$ cat src/sv/hdr_bracket_exposure_search_macros.svh
`ifndef HDR_BRACKET_EXPOSURE_SEARCH_MACROS_SVH
`define HDR_BRACKET_EXPOSURE_SEARCH_MACROS_SVH

// Check that cons holds in the same cycle as ante, outside reset.
`define HBES_ASSERT_NOW(label, clk, rst_n, ante, cons, msg) \
  label: assert property (@(posedge clk) disable iff (!(rst_n)) (ante) |-> (cons)) \
    else $error(msg);

// Check that cons holds in the cycle after ante, outside reset.
`define HBES_ASSERT_NEXT(label, clk, rst_n, ante, cons, msg) \
  label: assert property (@(posedge clk) disable iff (!(rst_n)) (ante) |=> (cons)) \
    else $error(msg);

`endif

$ cat src/sv/hbes_pkg.sv
package hbes_pkg;

  // Request opcodes
  localparam logic [1:0] OP_START     = 2'd0;
  localparam logic [1:0] OP_ABORT     = 2'd1;
  localparam logic [1:0] OP_PIXEL     = 2'd2;
  localparam logic [1:0] OP_FRAME_END = 2'd3;

  // Result events
  localparam logic [2:0] EV_IDLE        = 3'd0;
  localparam logic [2:0] EV_STEP_DOWN   = 3'd1;
  localparam logic [2:0] EV_STEP_UP     = 3'd2;
  localparam logic [2:0] EV_LOWER_FOUND = 3'd3;
  localparam logic [2:0] EV_UPPER_FOUND = 3'd4;
  localparam logic [2:0] EV_DONE        = 3'd5;
  localparam logic [2:0] EV_ERROR       = 3'd6;

  // Error codes
  localparam logic [1:0] ERR_UNDER_LIMIT = 2'd0;
  localparam logic [1:0] ERR_OVER_LIMIT  = 2'd1;
  localparam logic [1:0] ERR_TOO_MANY    = 2'd2;

  // Configuration register indexes
  localparam int unsigned CFG_IDX_W  = 3;
  localparam int unsigned CFG_DATA_W = 8;
  localparam logic [CFG_IDX_W-1:0] REG_BLACK = 3'd0;
  localparam logic [CFG_IDX_W-1:0] REG_WHITE = 3'd1;
  localparam logic [CFG_IDX_W-1:0] REG_OVER  = 3'd2;
  localparam logic [CFG_IDX_W-1:0] REG_UNDER = 3'd3;
  localparam logic [CFG_IDX_W-1:0] REG_MAXIM = 3'd4;
  localparam logic [CFG_IDX_W-1:0] REG_GAP   = 3'd5;

  // Configuration reset values
  localparam logic [7:0] RST_BLACK = 8'd10;
  localparam logic [7:0] RST_WHITE = 8'd245;
  localparam logic [6:0] RST_OVER  = 7'd5;
  localparam logic [6:0] RST_UNDER = 7'd5;
  localparam logic [6:0] RST_MAXIM = 7'd7;
  localparam logic [4:0] RST_GAP   = 5'd2;

  // Percentage scale and criterion bounds
  localparam logic [6:0] PCT_MIN = 7'd1;
  localparam logic [6:0] PCT_MAX = 7'd100;

  typedef struct packed {
    logic [1:0] opcode;
    logic [7:0] red;
    logic [7:0] green;
    logic [7:0] blue;
    logic       camera_at_limit;
  } hbes_in_t;

  typedef struct packed {
    logic [2:0] event_res;
    logic [1:0] error_code;
    logic [6:0] exposure_rate;
    logic [7:0] stop_count;
    logic [6:0] shots_needed;
  } hbes_res_t;

  typedef struct packed {
    logic [CFG_IDX_W-1:0]  reg_idx;
    logic [CFG_DATA_W-1:0] wdata;
  } hbes_cfg_t;

  // Pixel classification rule for the current phase
  typedef enum logic [1:0] {
    CLS_NONE,
    CLS_BRIGHT,
    CLS_DARK
  } cls_e;

  // Controller to datapath commands
  typedef struct packed {
    logic       count_pixel;
    cls_e       cls;
    logic       frame_end;
    logic       load_rate;
    logic       load_shots;
    logic       low_side;
    logic       clear_stops;
    logic       inc_stops;
    logic       emit;
    logic [2:0] event_res;
    logic [1:0] error_code;
    logic       show_rate;
    logic       shots_one;
    logic       shots_quot;
  } hbes_cmd_t;

  // Datapath to controller status
  typedef struct packed {
    logic pix_empty;
    logic stops_zero;
    logic div_busy;
    logic rate_below;
    logic shots_over;
  } hbes_stat_t;

endpackage

$ cat src/sv/hbes_chan_if.sv
interface hbes_chan_if #(
  parameter type payload_t = logic
);
  logic     valid;
  logic     ready;
  payload_t data;

  modport source (output valid, output data, input ready);
  modport sink   (input valid, input data, output ready);
endinterface

$ cat src/sv/hdr_bracket_exposure_search.sv
// Start, abort and pixel requests never stall the input; pixels stream at one per cycle while input is not held off.
// A frame end in a search phase with a non-empty frame, or the last frame end with stops
// taken, runs the bit-serial divider on a D-bit quotient, D = max(PIXEL_COUNT_BITS+7,
// max(STOP_COUNT_BITS,5)+1). Other frame ends answer next cycle.
// Input is held off while the divider runs or a result waits to be taken.
// Reset clears phase to idle, all counters, and loads the register defaults.
`include "hdr_bracket_exposure_search_macros.svh"

module hdr_bracket_exposure_search import hbes_pkg::*; #(
  parameter int PIXEL_COUNT_BITS = 24,
  parameter int STOP_COUNT_BITS  = 8
) (
  input  logic         clk_i,
  input  logic         rst_ni,
  hbes_chan_if.sink    in_i,
  hbes_chan_if.source  res_o,
  hbes_chan_if.sink    cfg_i
);

  hbes_cmd_t  cmd;
  hbes_stat_t stat;
  hbes_res_t  res;
  hbes_in_t   pix;
  hbes_cfg_t  cfg;
  logic       in_ready;
  logic       res_valid;

  assign pix         = in_i.data;
  assign cfg         = cfg_i.data;
  assign cfg_i.ready = 1'b1;
  assign in_i.ready  = in_ready;
  assign res_o.valid = res_valid;
  assign res_o.data  = res;

  hbes_ctrl u_ctrl (
    .clk_i       (clk_i),
    .rst_ni      (rst_ni),
    .in_valid_i  (in_i.valid),
    .opcode_i    (pix.opcode),
    .at_limit_i  (pix.camera_at_limit),
    .res_ready_i (res_o.ready),
    .stat_i      (stat),
    .in_ready_o  (in_ready),
    .res_valid_o (res_valid),
    .cmd_o       (cmd)
  );

  hbes_dp #(
    .PIXEL_COUNT_BITS (PIXEL_COUNT_BITS),
    .STOP_COUNT_BITS  (STOP_COUNT_BITS)
  ) u_dp (
    .clk_i    (clk_i),
    .rst_ni   (rst_ni),
    .cfg_we_i (cfg_i.valid),
    .cfg_i    (cfg),
    .pix_i    (pix),
    .cmd_i    (cmd),
    .stat_o   (stat),
    .res_o    (res)
  );

  // Checks
  `HBES_ASSERT_NOW(a_div_blocks_input, clk_i, rst_ni, stat.div_busy, !in_ready, "input taken while dividing")
  `HBES_ASSERT_NEXT(a_frame_end_stalls, clk_i, rst_ni, in_i.valid && in_ready && pix.opcode == OP_FRAME_END, !in_ready, "no stall after frame end")
  `HBES_ASSERT_NOW(a_error_code_clean, clk_i, rst_ni, res_valid && res.event_res != EV_ERROR, res.error_code == ERR_UNDER_LIMIT, "error code without error")
  `HBES_ASSERT_NOW(a_done_has_shots, clk_i, rst_ni, res_valid && res.event_res == EV_DONE, res.shots_needed != 7'd0, "done with zero shots")

endmodule

$ cat src/sv/hbes_dp.sv
module hbes_dp import hbes_pkg::*; #(
  parameter int PIXEL_COUNT_BITS = 24,
  parameter int STOP_COUNT_BITS  = 8
) (
  input  logic       clk_i,
  input  logic       rst_ni,
  input  logic       cfg_we_i,
  input  hbes_cfg_t  cfg_i,
  input  hbes_in_t   pix_i,
  input  hbes_cmd_t  cmd_i,
  output hbes_stat_t stat_o,
  output hbes_res_t  res_o
);

  localparam int PW    = PIXEL_COUNT_BITS;
  localparam int SW    = STOP_COUNT_BITS;
  localparam int SSW   = ((SW > 5) ? SW : 5) + 1;
  localparam int DW    = ((PW + 7) > SSW) ? (PW + 7) : SSW;
  localparam int DNW   = (PW > 5) ? PW : 5;
  localparam int CNT_W = $clog2(DW + 1);

  logic [7:0] black_q, white_q;
  logic [6:0] over_q, under_q, maxim_q;
  logic [4:0] gap_q;

  logic [PW-1:0]    pix_q, pix_d, flag_q, flag_d;
  logic [SW-1:0]    stops_q, stops_d;
  logic [DW-1:0]    num_q, num_d;
  logic [DNW-1:0]   rem_q, rem_d, den_q, den_d;
  logic [CNT_W-1:0] cnt_q, cnt_d;
  hbes_res_t        res_q;

  logic           hit, pix_full;
  logic [4:0]     gap_eff;
  logic [DW-1:0]  flag_ext, rate_num, shots_num;
  logic [DNW:0]   rem_sh, rem_sub;
  logic           ge;
  logic [6:0]     crit_raw, crit, rate;
  logic [DW:0]    quot_inc;
  logic [SW+7:0]  stops_ext;

  // Configuration registers
  always_ff @(posedge clk_i or negedge rst_ni) begin
    if (!rst_ni) begin
      black_q <= RST_BLACK;
      white_q <= RST_WHITE;
      over_q  <= RST_OVER;
      under_q <= RST_UNDER;
      maxim_q <= RST_MAXIM;
      gap_q   <= RST_GAP;
    end else if (cfg_we_i) begin
      unique case (cfg_i.reg_idx)
        REG_BLACK: black_q <= cfg_i.wdata;
        REG_WHITE: white_q <= cfg_i.wdata;
        REG_OVER:  over_q  <= cfg_i.wdata[6:0];
        REG_UNDER: under_q <= cfg_i.wdata[6:0];
        REG_MAXIM: maxim_q <= cfg_i.wdata[6:0];
        REG_GAP:   gap_q   <= cfg_i.wdata[4:0];
        default: ;
      endcase
    end
  end

  // Classify the pixel against the rule of the current phase
  always_comb begin
    case (cmd_i.cls)
      CLS_BRIGHT: hit = (pix_i.red >= white_q) || (pix_i.green >= white_q) ||
                        (pix_i.blue >= white_q);
      CLS_DARK:   hit = (pix_i.red <= black_q) && (pix_i.green <= black_q) &&
                        (pix_i.blue <= black_q);
      default:    hit = 1'b0;
    endcase
  end

  assign pix_full = &pix_q;

  // Pixel counters: hold at full, clear on frame end
  always_comb begin
    pix_d  = pix_q;
    flag_d = flag_q;
    if (cmd_i.frame_end) begin
      pix_d  = '0;
      flag_d = '0;
    end else if (cmd_i.count_pixel && !pix_full) begin
      pix_d = pix_q + PW'(1);
      if (hit) begin
        flag_d = flag_q + PW'(1);
      end
    end
  end

  // Stop counter, saturating
  always_comb begin
    stops_d = stops_q;
    if (cmd_i.clear_stops) begin
      stops_d = '0;
    end else if (cmd_i.inc_stops && !(&stops_q)) begin
      stops_d = stops_q + SW'(1);
    end
  end

  // Divider operands: flagged * 100 over total, or ceil(stops / gap)
  assign gap_eff   = (gap_q == 5'd0) ? 5'd1 : gap_q;
  assign flag_ext  = DW'(flag_q);
  assign rate_num  = (flag_ext << 6) + (flag_ext << 5) + (flag_ext << 2);
  assign shots_num = DW'(stops_q) + DW'(gap_eff) - DW'(1);

  // One restoring division step per cycle
  assign rem_sh  = {rem_q, num_q[DW-1]};
  assign ge      = rem_sh >= {1'b0, den_q};
  assign rem_sub = ge ? (rem_sh - {1'b0, den_q}) : rem_sh;

  always_comb begin
    num_d = num_q;
    rem_d = rem_q;
    den_d = den_q;
    cnt_d = cnt_q;
    if (cmd_i.load_rate) begin
      num_d = rate_num;
      den_d = DNW'(pix_q);
      rem_d = '0;
      cnt_d = CNT_W'(DW);
    end else if (cmd_i.load_shots) begin
      num_d = shots_num;
      den_d = DNW'(gap_eff);
      rem_d = '0;
      cnt_d = CNT_W'(DW);
    end else if (cnt_q != '0) begin
      num_d = {num_q[DW-2:0], ge};
      rem_d = rem_sub[DNW-1:0];
      cnt_d = cnt_q - CNT_W'(1);
    end
  end

  always_ff @(posedge clk_i or negedge rst_ni) begin
    if (!rst_ni) begin
      pix_q   <= '0;
      flag_q  <= '0;
      stops_q <= '0;
      cnt_q   <= '0;
    end else begin
      pix_q   <= pix_d;
      flag_q  <= flag_d;
      stops_q <= stops_d;
      cnt_q   <= cnt_d;
    end
  end

  always_ff @(posedge clk_i) begin
    num_q <= num_d;
    rem_q <= rem_d;
    den_q <= den_d;
  end

  // Compare the rate against the clamped criterion
  assign crit_raw = cmd_i.low_side ? over_q : under_q;
  assign crit     = (crit_raw < PCT_MIN) ? PCT_MIN :
                    (crit_raw > PCT_MAX) ? PCT_MAX : crit_raw;
  assign rate     = num_q[6:0];
  assign quot_inc = {1'b0, num_q} + (DW+1)'(1);

  assign stat_o.pix_empty  = (pix_q == '0);
  assign stat_o.stops_zero = (stops_q == '0);
  assign stat_o.div_busy   = (cnt_q != '0);
  assign stat_o.rate_below = rate < crit;
  assign stat_o.shots_over = quot_inc > (DW+1)'(maxim_q);

  // Result register
  assign stops_ext = {8'd0, stops_d};

  always_ff @(posedge clk_i) begin
    if (cmd_i.emit) begin
      res_q.event_res     <= cmd_i.event_res;
      res_q.error_code    <= cmd_i.error_code;
      res_q.exposure_rate <= cmd_i.show_rate ? rate : 7'd0;
      res_q.stop_count    <= stops_ext[7:0];
      res_q.shots_needed  <= cmd_i.shots_one  ? 7'd1 :
                             cmd_i.shots_quot ? quot_inc[6:0] : 7'd0;
    end
  end

  assign res_o = res_q;

endmodule

$ cat src/sv/hbes_ctrl.sv
module hbes_ctrl import hbes_pkg::*; (
  input  logic       clk_i,
  input  logic       rst_ni,
  input  logic       in_valid_i,
  input  logic [1:0] opcode_i,
  input  logic       at_limit_i,
  input  logic       res_ready_i,
  input  hbes_stat_t stat_i,
  output logic       in_ready_o,
  output logic       res_valid_o,
  output hbes_cmd_t  cmd_o
);

  typedef enum logic [2:0] {
    PH_IDLE,
    PH_START,
    PH_LOW_SEEK,
    PH_LOW_FOUND,
    PH_UP_SEEK,
    PH_UP_FOUND
  } phase_e;

  typedef enum logic {
    ST_RUN,
    ST_DIV
  } state_e;

  state_e st_q, st_d;
  phase_e phase_q, phase_d;
  logic   res_valid_q, res_valid_d;
  logic   low_q, low_d;
  logic   lim_q, lim_d;
  logic   shots_q, shots_d;
  logic   accept;

  assign in_ready_o = (st_q == ST_RUN) && !res_valid_q;
  assign accept     = in_valid_i && in_ready_o;

  always_comb begin
    st_d        = st_q;
    phase_d     = phase_q;
    res_valid_d = res_valid_q && !res_ready_i;
    low_d       = low_q;
    lim_d       = lim_q;
    shots_d     = shots_q;
    cmd_o       = '0;
    cmd_o.cls   = CLS_NONE;
    cmd_o.low_side = low_q;

    unique case (st_q)
      ST_RUN: begin
        if (accept) begin
          unique case (opcode_i)
            OP_START: begin
              if (phase_q == PH_IDLE) begin
                phase_d = PH_START;
              end
            end
            OP_ABORT: phase_d = PH_IDLE;
            OP_PIXEL: begin
              cmd_o.count_pixel = 1'b1;
              if (phase_q == PH_LOW_SEEK) begin
                cmd_o.cls = CLS_BRIGHT;
              end else if (phase_q == PH_UP_SEEK) begin
                cmd_o.cls = CLS_DARK;
              end
            end
            OP_FRAME_END: begin
              cmd_o.frame_end = 1'b1;
              unique case (phase_q) inside
                PH_START: begin
                  cmd_o.clear_stops = 1'b1;
                  cmd_o.emit        = 1'b1;
                  phase_d           = PH_LOW_SEEK;
                end
                PH_LOW_FOUND: begin
                  cmd_o.emit = 1'b1;
                  phase_d    = PH_UP_SEEK;
                end
                PH_LOW_SEEK, PH_UP_SEEK: begin
                  // Skip rating of an empty frame
                  if (stat_i.pix_empty) begin
                    cmd_o.emit = 1'b1;
                  end else begin
                    cmd_o.load_rate = 1'b1;
                    low_d           = (phase_q == PH_LOW_SEEK);
                    lim_d           = at_limit_i;
                    shots_d         = 1'b0;
                    st_d            = ST_DIV;
                  end
                end
                PH_UP_FOUND: begin
                  phase_d = PH_IDLE;
                  if (stat_i.stops_zero) begin
                    cmd_o.emit      = 1'b1;
                    cmd_o.event_res = EV_DONE;
                    cmd_o.shots_one = 1'b1;
                  end else begin
                    cmd_o.load_shots = 1'b1;
                    shots_d          = 1'b1;
                    st_d             = ST_DIV;
                  end
                end
                default: begin
                  cmd_o.emit = 1'b1;
                  phase_d    = PH_IDLE;
                end
              endcase
            end
            default: ;
          endcase
        end
      end
      ST_DIV: begin
        // Decide once the quotient has settled
        if (!stat_i.div_busy) begin
          st_d       = ST_RUN;
          cmd_o.emit = 1'b1;
          if (shots_q) begin
            if (stat_i.shots_over) begin
              cmd_o.event_res  = EV_ERROR;
              cmd_o.error_code = ERR_TOO_MANY;
            end else begin
              cmd_o.event_res  = EV_DONE;
              cmd_o.shots_quot = 1'b1;
            end
          end else begin
            cmd_o.show_rate = 1'b1;
            if (stat_i.rate_below) begin
              cmd_o.event_res = low_q ? EV_LOWER_FOUND : EV_UPPER_FOUND;
              phase_d         = low_q ? PH_LOW_FOUND : PH_UP_FOUND;
            end else if (lim_q) begin
              cmd_o.event_res  = EV_ERROR;
              cmd_o.error_code = low_q ? ERR_UNDER_LIMIT : ERR_OVER_LIMIT;
              phase_d          = PH_IDLE;
            end else begin
              cmd_o.inc_stops = 1'b1;
              cmd_o.event_res = low_q ? EV_STEP_DOWN : EV_STEP_UP;
            end
          end
        end
      end
      default: st_d = ST_RUN;
    endcase

    if (cmd_o.emit) begin
      res_valid_d = 1'b1;
    end
  end

  always_ff @(posedge clk_i or negedge rst_ni) begin
    if (!rst_ni) begin
      st_q        <= ST_RUN;
      phase_q     <= PH_IDLE;
      res_valid_q <= 1'b0;
      low_q       <= 1'b0;
      lim_q       <= 1'b0;
      shots_q     <= 1'b0;
    end else begin
      st_q        <= st_d;
      phase_q     <= phase_d;
      res_valid_q <= res_valid_d;
      low_q       <= low_d;
      lim_q       <= lim_d;
      shots_q     <= shots_d;
    end
  end

  assign res_valid_o = res_valid_q;

endmodule
$ cat src/flat_wrapper.sv
// flat-port wrapper written by rule: the top's interface ports become plain ports
module hdr_bracket_exposure_search_flat import hbes_pkg::*;
#(
  parameter int PIXEL_COUNT_BITS = 24,
  parameter int STOP_COUNT_BITS  = 8
)
  (clk_i, rst_ni, in_i_valid, in_i_data, in_i_ready, res_o_valid, res_o_data, res_o_ready, cfg_i_valid, cfg_i_data, cfg_i_ready);
  hbes_chan_if in_i_i ();
  hbes_chan_if res_o_i ();
  hbes_chan_if cfg_i_i ();
  input  logic clk_i;
  input  logic rst_ni;
  input wire logic [$bits(in_i_i.valid)-1:0] in_i_valid;
  input wire logic [$bits(in_i_i.data)-1:0] in_i_data;
  output wire logic [$bits(in_i_i.ready)-1:0] in_i_ready;
  output wire logic [$bits(res_o_i.valid)-1:0] res_o_valid;
  output wire logic [$bits(res_o_i.data)-1:0] res_o_data;
  input wire logic [$bits(res_o_i.ready)-1:0] res_o_ready;
  input wire logic [$bits(cfg_i_i.valid)-1:0] cfg_i_valid;
  input wire logic [$bits(cfg_i_i.data)-1:0] cfg_i_data;
  output wire logic [$bits(cfg_i_i.ready)-1:0] cfg_i_ready;
  assign in_i_i.valid = in_i_valid;
  assign in_i_i.data = in_i_data;
  assign in_i_ready = in_i_i.ready;
  assign res_o_valid = res_o_i.valid;
  assign res_o_data = res_o_i.data;
  assign res_o_i.ready = res_o_ready;
  assign cfg_i_i.valid = cfg_i_valid;
  assign cfg_i_i.data = cfg_i_data;
  assign cfg_i_ready = cfg_i_i.ready;
  hdr_bracket_exposure_search #(.PIXEL_COUNT_BITS(PIXEL_COUNT_BITS), .STOP_COUNT_BITS(STOP_COUNT_BITS)) u_core (.clk_i(clk_i), .rst_ni(rst_ni), .in_i(in_i_i), .res_o(res_o_i), .cfg_i(cfg_i_i));
endmodule
$ cat config.mk
export PLATFORM = sky130hd
export DESIGN_NAME = hdr_bracket_exposure_search_flat
export DESIGN_NICKNAME = d
export VERILOG_FILES = /design/src/sv/hbes_pkg.sv /design/src/sv/hbes_chan_if.sv /design/src/sv/hdr_bracket_exposure_search.sv /design/src/sv/hbes_dp.sv /design/src/sv/hbes_ctrl.sv /design/src/flat_wrapper.sv
export VERILOG_INCLUDE_DIRS = /design/src /design/src/sv
export SDC_FILE = /design/constraint.sdc
export NUM_CORES = 1
export LEC_CHECK = 0
export ABC_AREA = 1
export BUFFER_PORTS_ARGS = -buffer_cell sky130_fd_sc_hd__buf_4
export CORE_AREA = 2 2 39 41
export CTS_BUF_LIST = sky130_fd_sc_hd__clkbuf_4 sky130_fd_sc_hd__clkbuf_8 sky130_fd_sc_hd__clkbuf_16
export CTS_CLUSTER_DIAMETER = 50
export CTS_CLUSTER_SIZE = 10
export DETAILED_ROUTE_END_ITERATION = 10
export DIE_AREA = 0 0 41 43
export PLACE_DENSITY = 0.56
export SETUP_SLACK_MARGIN = 0.15
export SLEW_MARGIN = 20
export SYNTH_ARGS = -nofsm -noshare
export SYNTH_HDL_FRONTEND = slang
export SYNTH_SLANG_ARGS = --single-unit
$ cat constraint.sdc
create_clock -name clk_i -period 2.12 [get_ports clk_i]
set_input_delay 0.106 -clock clk_i [delete_from_list [all_inputs] [get_ports clk_i]]
set_output_delay 0.106 -clock clk_i [all_outputs]
set_load 0.01 [all_outputs]
---- After elaboration in Yosys (flattened, before gate mapping) ----
Cells that the tools add are included.
operators by class
  muxes and demuxes ....................... 5
  reductions and logical operators ........ 5
  bitwise operators ....................... 1
  add/subtract/negate cells ............... 1
operators by type and width
  kind                 count
  $pmux 4 s2           1
  $mux 7               1
  $reduce_bool 5->1    1
  $sub 5x1->5 const B  1
  $logic_and 1x1->1    2
  $logic_not 1->1      2
  $mux 1               2
  $pmux 1 s2           1
  $not 1->1            1
word-level totals
  register bits after elaboration ......... 7
  input port bits ......................... 7
  output and inout bits ................... 4
  logic and storage cells ................. 15

---- Depth between registers and ports, before layout ----
Gate-level depths: netlist of the first run.
  depth after elaboration ................. 4
  depth in mapped cells ................... 6
  depth with buffers taken out ............ 6

---- Cells and area by module ----
A second synthesis of the first run with hierarchy kept.
second synthesis, totals
  cells, all modules ...................... 2442
  area, all modules ....................... 17692.0 um^2
by module, submodules not included
  module                       area an instance (um^2)  cells an instance  times used  seq. area each (um^2)
  hbes_dp                      16898.7                  2328               1           5540.3
  hbes_ctrl                    778.2                    111                1           200.2
  hdr_bracket_exposure_search  15.0                     3                  1           0.0

---- Worst setup path after synthesis of the first run ----
No wires, ideal clock.
  path kind ............................... reg2reg
  start ................................... register u_core.u_dp.cnt_q[0]
  end ..................................... register u_core.u_dp.cnt_q[2]
  arrival ................................. 0.965 ns
  period minus slack after synthesis ...... 1.082 ns
  buffers on the path ..................... 0
  stages on the path, launching flop included .. 6
  slack ................................... 1.038 ns
  data required time ...................... 2.003 ns
  library setup time ...................... 0.117 ns
  cells stage by stage .................... dfrtp_1 -> inv_1 -> ha_1 -> nand3_4 -> o21ai_1 -> inv_1
on the way
  longest elaborated chain between the ends .. 1
  elaborated cells between the ends (all ways) .. 2
  those cells by class .................... add/sub (1); reduce/logical (1)
RTL lines
  what                                              line                            text
  start: declaration                                hbes_dp.sv:30                   logic [CNT_W-1:0] cnt_q, cnt_d;
  start signal: assignment                          hbes_dp.sv:145                  cnt_q <= cnt_d;
  $sub 5x1->5 or $reduce_bool 5->1 (tied branches)  hbes_dp.sv:131, hbes_dp.sv:128
Parallel ways exist; a longest one is shown, timed or not.
A chain may end at the register's enable or synchronous reset.

---- Worst setup path in the final report of the first run ----
Ends and elaborated chain as after synthesis.

==> flow_summary.ini, run 1 <==
[run_status]
status = finished, final reports clean

[cts]
cts_tree = done
clockRootBuffer = clkbuf_4
postCtsSetupRepairBufs = 0
clockBufferDepth = 2
cts_inserted_buffers = 3
htreeDepth = 1
clk_latency_ps = 250
cts.sinks = 7
clk_pin_slew_ps = 50
cts_resized = 0
ctsHoldBuffers = 1

[route]
wl_per_cell_um = 9.63
firstDrtPassIters = 4
drt_iter0_markers = 12
vias_per_cell = 4.12
drt_wl_total_um = 626
route.detailed.drc = 0
num_vias = 268
ant_nets = 0

[setup_path]
crit_type = reg2reg
critical_path.max_fanout = 7
required_ps = 2260
cp_data_arrival_time_ps = 1390
startpoint_type = flop
endpoint_kind = flop

[placed_design]
gp_congestion = 0.604
port_buffers = 4
dp_hpwl_um = 435

[final_layout]
final_util = 0.313
mostFrequentLayoutCells = inv_1 (9), dfrtp_1 (7), nand2_1 (6), nor2_1 (5)
drive_above_1_share = 0.204
antennaDiodeCount = 0
syn_to_final_growth_pct = 21.0
final_common_cell = inv_1
nets = 58

[sta]
totalNegativeSetupSlack_ps = 0
fin_skew_ps = 1.78
hold_viol = 0
period_share = 0.589
rsz0062_at_grt = false
setup_viol = 0
slew_violations = 0
max_freq_mhz = 801
layout_min_cycle_time_ps = 1250

[grt]
grt_pass1_vias = 266
grt_usage = 0.0940
grt-ovfl-total = 0
grt_max_degree = 8
grt_antenna_before_repair = 0
grt_first_pass_wirelength_um = 1050

[pwr]
p_int_uw = 222
ir_drop_v = 0.000156
power_frac_seq = 0.483
power.leakage_nw = 0.234
swShare = 0.199
combinationalPowerShare = 0.030
clkPwrFrac = 0.488
p_switching_uw = 55.0
cellPowerDensity_nw_per_um2 = 640

[floorplan]
core_um2 = 1380
dieWidth_um = 41
ios = 11
num_rows = 14
die_y_um = 43
die_area_um2 = 1760
initial_utilization = 0.259

[synthesis]
ys_warn_count = 0
avgSynthCellArea_um2 = 8.52
ys_seq_elements = 7
synth_cell_types = 14
yosysSeqAreaShare = 0.490
synth_nets = 50
syn_area_um2 = 358
synthCells = 42

[flow_run]
maxCapViolCount = 0

[min_path]
hold_path_class = in2reg
-- registers in the layout (all words and copies together) (netlist names) --
name and cells:
u_core.u_ctrl.res_valid_o 1, u_core.u_ctrl.st_q 1, u_core.u_dp.cnt_q 5
-- area by class of cell --
class	count	area [um2]
fillers	143	951
inverters	9	33.8
clock buffers	4	30.0
repair buffers	5	40.0
flip-flops and latches	7	175
multi-input cells	24	134
well taps	16	20.0
-- worst paths after layout --
kind                                 startpoint                   endpoint  slack (ps)  cells after the start
min reg2reg                  u_core.u_ctrl.st_q         u_core.u_ctrl.st_q         500                      2
min                                 res_o_ready  u_core.u_ctrl.res_valid_o          40                      2
min in group asynchronous                rst_ni       u_core.u_dp.cnt_q[1]         210                      2
max in group asynchronous                rst_ni         u_core.u_ctrl.st_q        1790                      2
max reg2reg                u_core.u_dp.cnt_q[0]       u_core.u_dp.cnt_q[2]         870                      5
max                        u_core.u_dp.cnt_q[0]       u_core.u_dp.cnt_q[2]         870                      5
-- through the flow --
step / instance area [um2] / setup slack (ps) / hold slack (ps) / power [mW] / cells
3_3_place_gp: 393 / 902 / -75.8 / 0.143 / 60
3_5_place_dp: 393 / 868 / -74.8 / 0.143 / 60
4_1_cts: 433 / 857 / 32.2 / 0.285 / 65
2_1_floorplan: 358 / 1040 / -190 / 0.140 / 42
6_report: 433 / 871 / 42.0 / 0.277 / 65
5_1_grt: 433 / 777 / 52.7 / 0.296 / 65
-- layer usage --
layer | up-vias | global-route usage | wire, um
met5 | - | 0 | 0
met4 | 0 | 0.120 | 0
met3 | 0 | 0.0157 | 6
met2 | 3 | 0.122 | 315
met1 | 128 | 0.109 | 305
li1 | 137 | - | -
-- logic make-up after synthesis --
group                      share of synthesized area
and+or+nand+nor                                0.262
adders and majority gates                     0.0350
buffers and inverters                          0.136
DFF                                            0.490
other                                         0.0210
AOI/OAI and AO/OA                             0.0559
-- critical path, stage by stage, from the launching register on --
cell and delay (ps):
dfrtp_1 380, inv_1 120, ha_1 350, nand3_4 140
o21ai_1 100, inv_1 50
-- power groups by stage --
stage / logic (mW) / clock network [mW] / registers (mW)
4_1_cts: 0.00838 / 0.143 / 0.134
2_1_floorplan: 0.00427 / 0 / 0.136
5_1_grt: 0.00913 / 0.153 / 0.133
6_report: 0.00819 / 0.135 / 0.134
3_3_place_gp: 0.00682 / 0 / 0.136
3_5_place_dp: 0.00691 / 0 / 0.136
-- synth_stat cells (all sizes together) --
cell	count	share of area
dfrtp	7	0.49
nand4	3	0.052
nor2	6	0.084
inv	9	0.094
a21oi	2	0.028
conb	2	0.021
ha	1	0.035
nand3	2	0.063
nand2	6	0.063
o21ai	2	0.028
buf	2	0.042
Note: power is estimated with default switching activity, not from simulation.
==> run 2: changes to the inputs <==
--- a/config.mk
+++ b/config.mk
@@ -14,7 +14,7 @@
 export CTS_CLUSTER_SIZE = 10
 export DETAILED_ROUTE_END_ITERATION = 10
 export DIE_AREA = 0 0 41 43
-export PLACE_DENSITY = 0.56
+export PLACE_DENSITY = 0.58
 export SETUP_SLACK_MARGIN = 0.15
 export SLEW_MARGIN = 20
 export SYNTH_ARGS = -nofsm -noshare
==> constraint.sdc (replaced) <==
create_clock -name clk_i -period 1.05 [get_ports clk_i]
set_input_delay 0.0525 -clock clk_i [delete_from_list [all_inputs] [get_ports clk_i]]
set_output_delay 0.0525 -clock clk_i [all_outputs]
set_load 0.01 [all_outputs]
==> flow_summary.ini, run 2 (synthesis results as in run 1) <==
[setup_path]
startpoint_type = flop
critical_path.max_fanout = 7
r2r_start = u_core.u_dp.cnt_q[0]
required_ps = 1200
ff2ff_path_depth = 5
cp_data_arrival_time_ps = 1150
endpoint_kind = flop
ff2ff_setup_slack_ps = 50
crit_type = reg2reg
worst_r2r_endpoint = u_core.u_ctrl.st_q

[grt]
grt_antenna_before_repair = 0
grt_first_pass_wirelength_um = 1110
grt_usage = 0.0957
grt_max_degree = 8
grt_pass1_vias = 273
grt-ovfl-total = 0

[cts]
clk_pin_slew_ps = 50
htreeDepth = 1
clockRootBuffer = clkbuf_4
cts_inserted_buffers = 3
clockBufferDepth = 2
cts.sinks = 7
cts_tree = done
clk_latency_ps = 250

[sta]
max_freq_mhz = 997
layout_min_cycle_time_ps = 1000
rsz0062_at_grt = true
fin_skew_ps = 0.715
totalNegativeSetupSlack_ps = 0
slew_violations = 0
period_share = 0.956
fin_ws_ps = 46.7
setup_viol = 0
hold_viol = 0

[min_path]
hold_path_class = in2async

[placed_design]
dp_hpwl_um = 428
dpl_cell_area_um2 = 413
port_buffers = 4
gp_congestion = 0.701
place_ws_ps = 40.0

[final_layout]
drive_above_1_share = 0.434
final_util = 0.359
fillCellCount = 156
seqCellArea_um2 = 175
top_register = u_core.u_dp.cnt_q
fin_area_um2 = 497
largest_reg_flops = 5
syn_to_final_growth_pct = 38.8
mostFrequentLayoutCells = inv_1 (7), buf_4 (7), dfrtp_1 (7), clkbuf_4 (4)
antennaDiodeCount = 0
multi_input_area_um2 = 165
nets = 62

[floorplan]
core_um2 = 1380
die_y_um = 43
die_area_um2 = 1760
initial_utilization = 0.259
dieWidth_um = 41
ios = 11
num_rows = 14

[route]
num_vias = 291
drt_wl_total_um = 690
route.detailed.drc = 0
firstDrtPassIters = 4
drt_iter0_markers = 7
vias_per_cell = 4.22
ant_nets = 0
wl_per_cell_um = 10.0

[flow_run]
maxCapViolCount = 0

[pwr]
ir_drop_v = 0.000420
p_total_uw = 563
cellPowerDensity_nw_per_um2 = 1130
power.leakage_nw = 0.259

[run_status]
status = finished, final reports clean
==> run 2: changes by cell type in the layout (fill, tap and decap cells not counted), sizes merged <==
cell / delta
dlygate4sd3: +1
buf: +3
==> run 2: what timing repair did <==
action                                  in CTS  in global routing
pin swaps                                    0                  6
buffers inserted                             2                  0
hold buffers                                 2                  0
endpoints found under the setup margin       7                  7
hold endpoints to repair                     8                  0
resized for setup                            1                  7
==> run 2: power breakdown <==
group          total, mW         switching, mW  internal, mW  leakage, nW
Sequential         0.270  0.000000000000000175         0.270       0.0979
Combinational     0.0196               0.00994       0.00963        0.142
Clock              0.274                 0.103         0.171       0.0184
Total              0.563                 0.113         0.451        0.259
==> run 2: worst max-delay path: stages (launching register included) <==
cell     delay (ps)
dfrtp_1         380
inv_2            80
ha_4            190
nand3_4         120
nand2_1          90
inv_1            40
==> run 2: per-layer routing <==
layer / share of wire / track usage / vias to the layer above
met5: 0 / 0 / -
met3: 0.043 / 0.0157 / 0
met2: 0.51 / 0.138 / 8
met4: 0 / 0.0600 / 0
met1: 0.44 / 0.128 / 136
li1: - / - / 147
==> run 2: layout make-up <==
class	count	area share
multi-input cells	24	0.332
clock buffers	4	0.0605
flip-flops and latches	7	0.353
inverters	9	0.0680
repair buffers	9	0.146
well taps	16	0.0403
==> run 2: how the worst max path moves through the flow <==
stage,depth (start not counted),slack [ps],end,startpoint
3_3_place_gp,5,50,u_core.u_dp.cnt_q[2],u_core.u_dp.cnt_q[1]
4_1_cts,5,60,u_core.u_dp.cnt_q[2],u_core.u_dp.cnt_q[1]
6_report,5,50,u_core.u_ctrl.st_q,u_core.u_dp.cnt_q[0]
5_1_grt,5,-20,u_core.u_dp.cnt_q[0],u_core.u_dp.cnt_q[0]
2_1_floorplan,5,120,u_core.u_dp.cnt_q[2],u_core.u_dp.cnt_q[0]
3_5_place_dp,5,40,u_core.u_dp.cnt_q[2],u_core.u_dp.cnt_q[1]
==> run 2: stage by stage <==
step | hold WS [ps] | cells
after floorplan | -243 | 42
after global placement | -129 | 61
after detailed placement | -128 | 61
after CTS | 137 | 69
after global routing | 161 | 69
final | 151 | 69
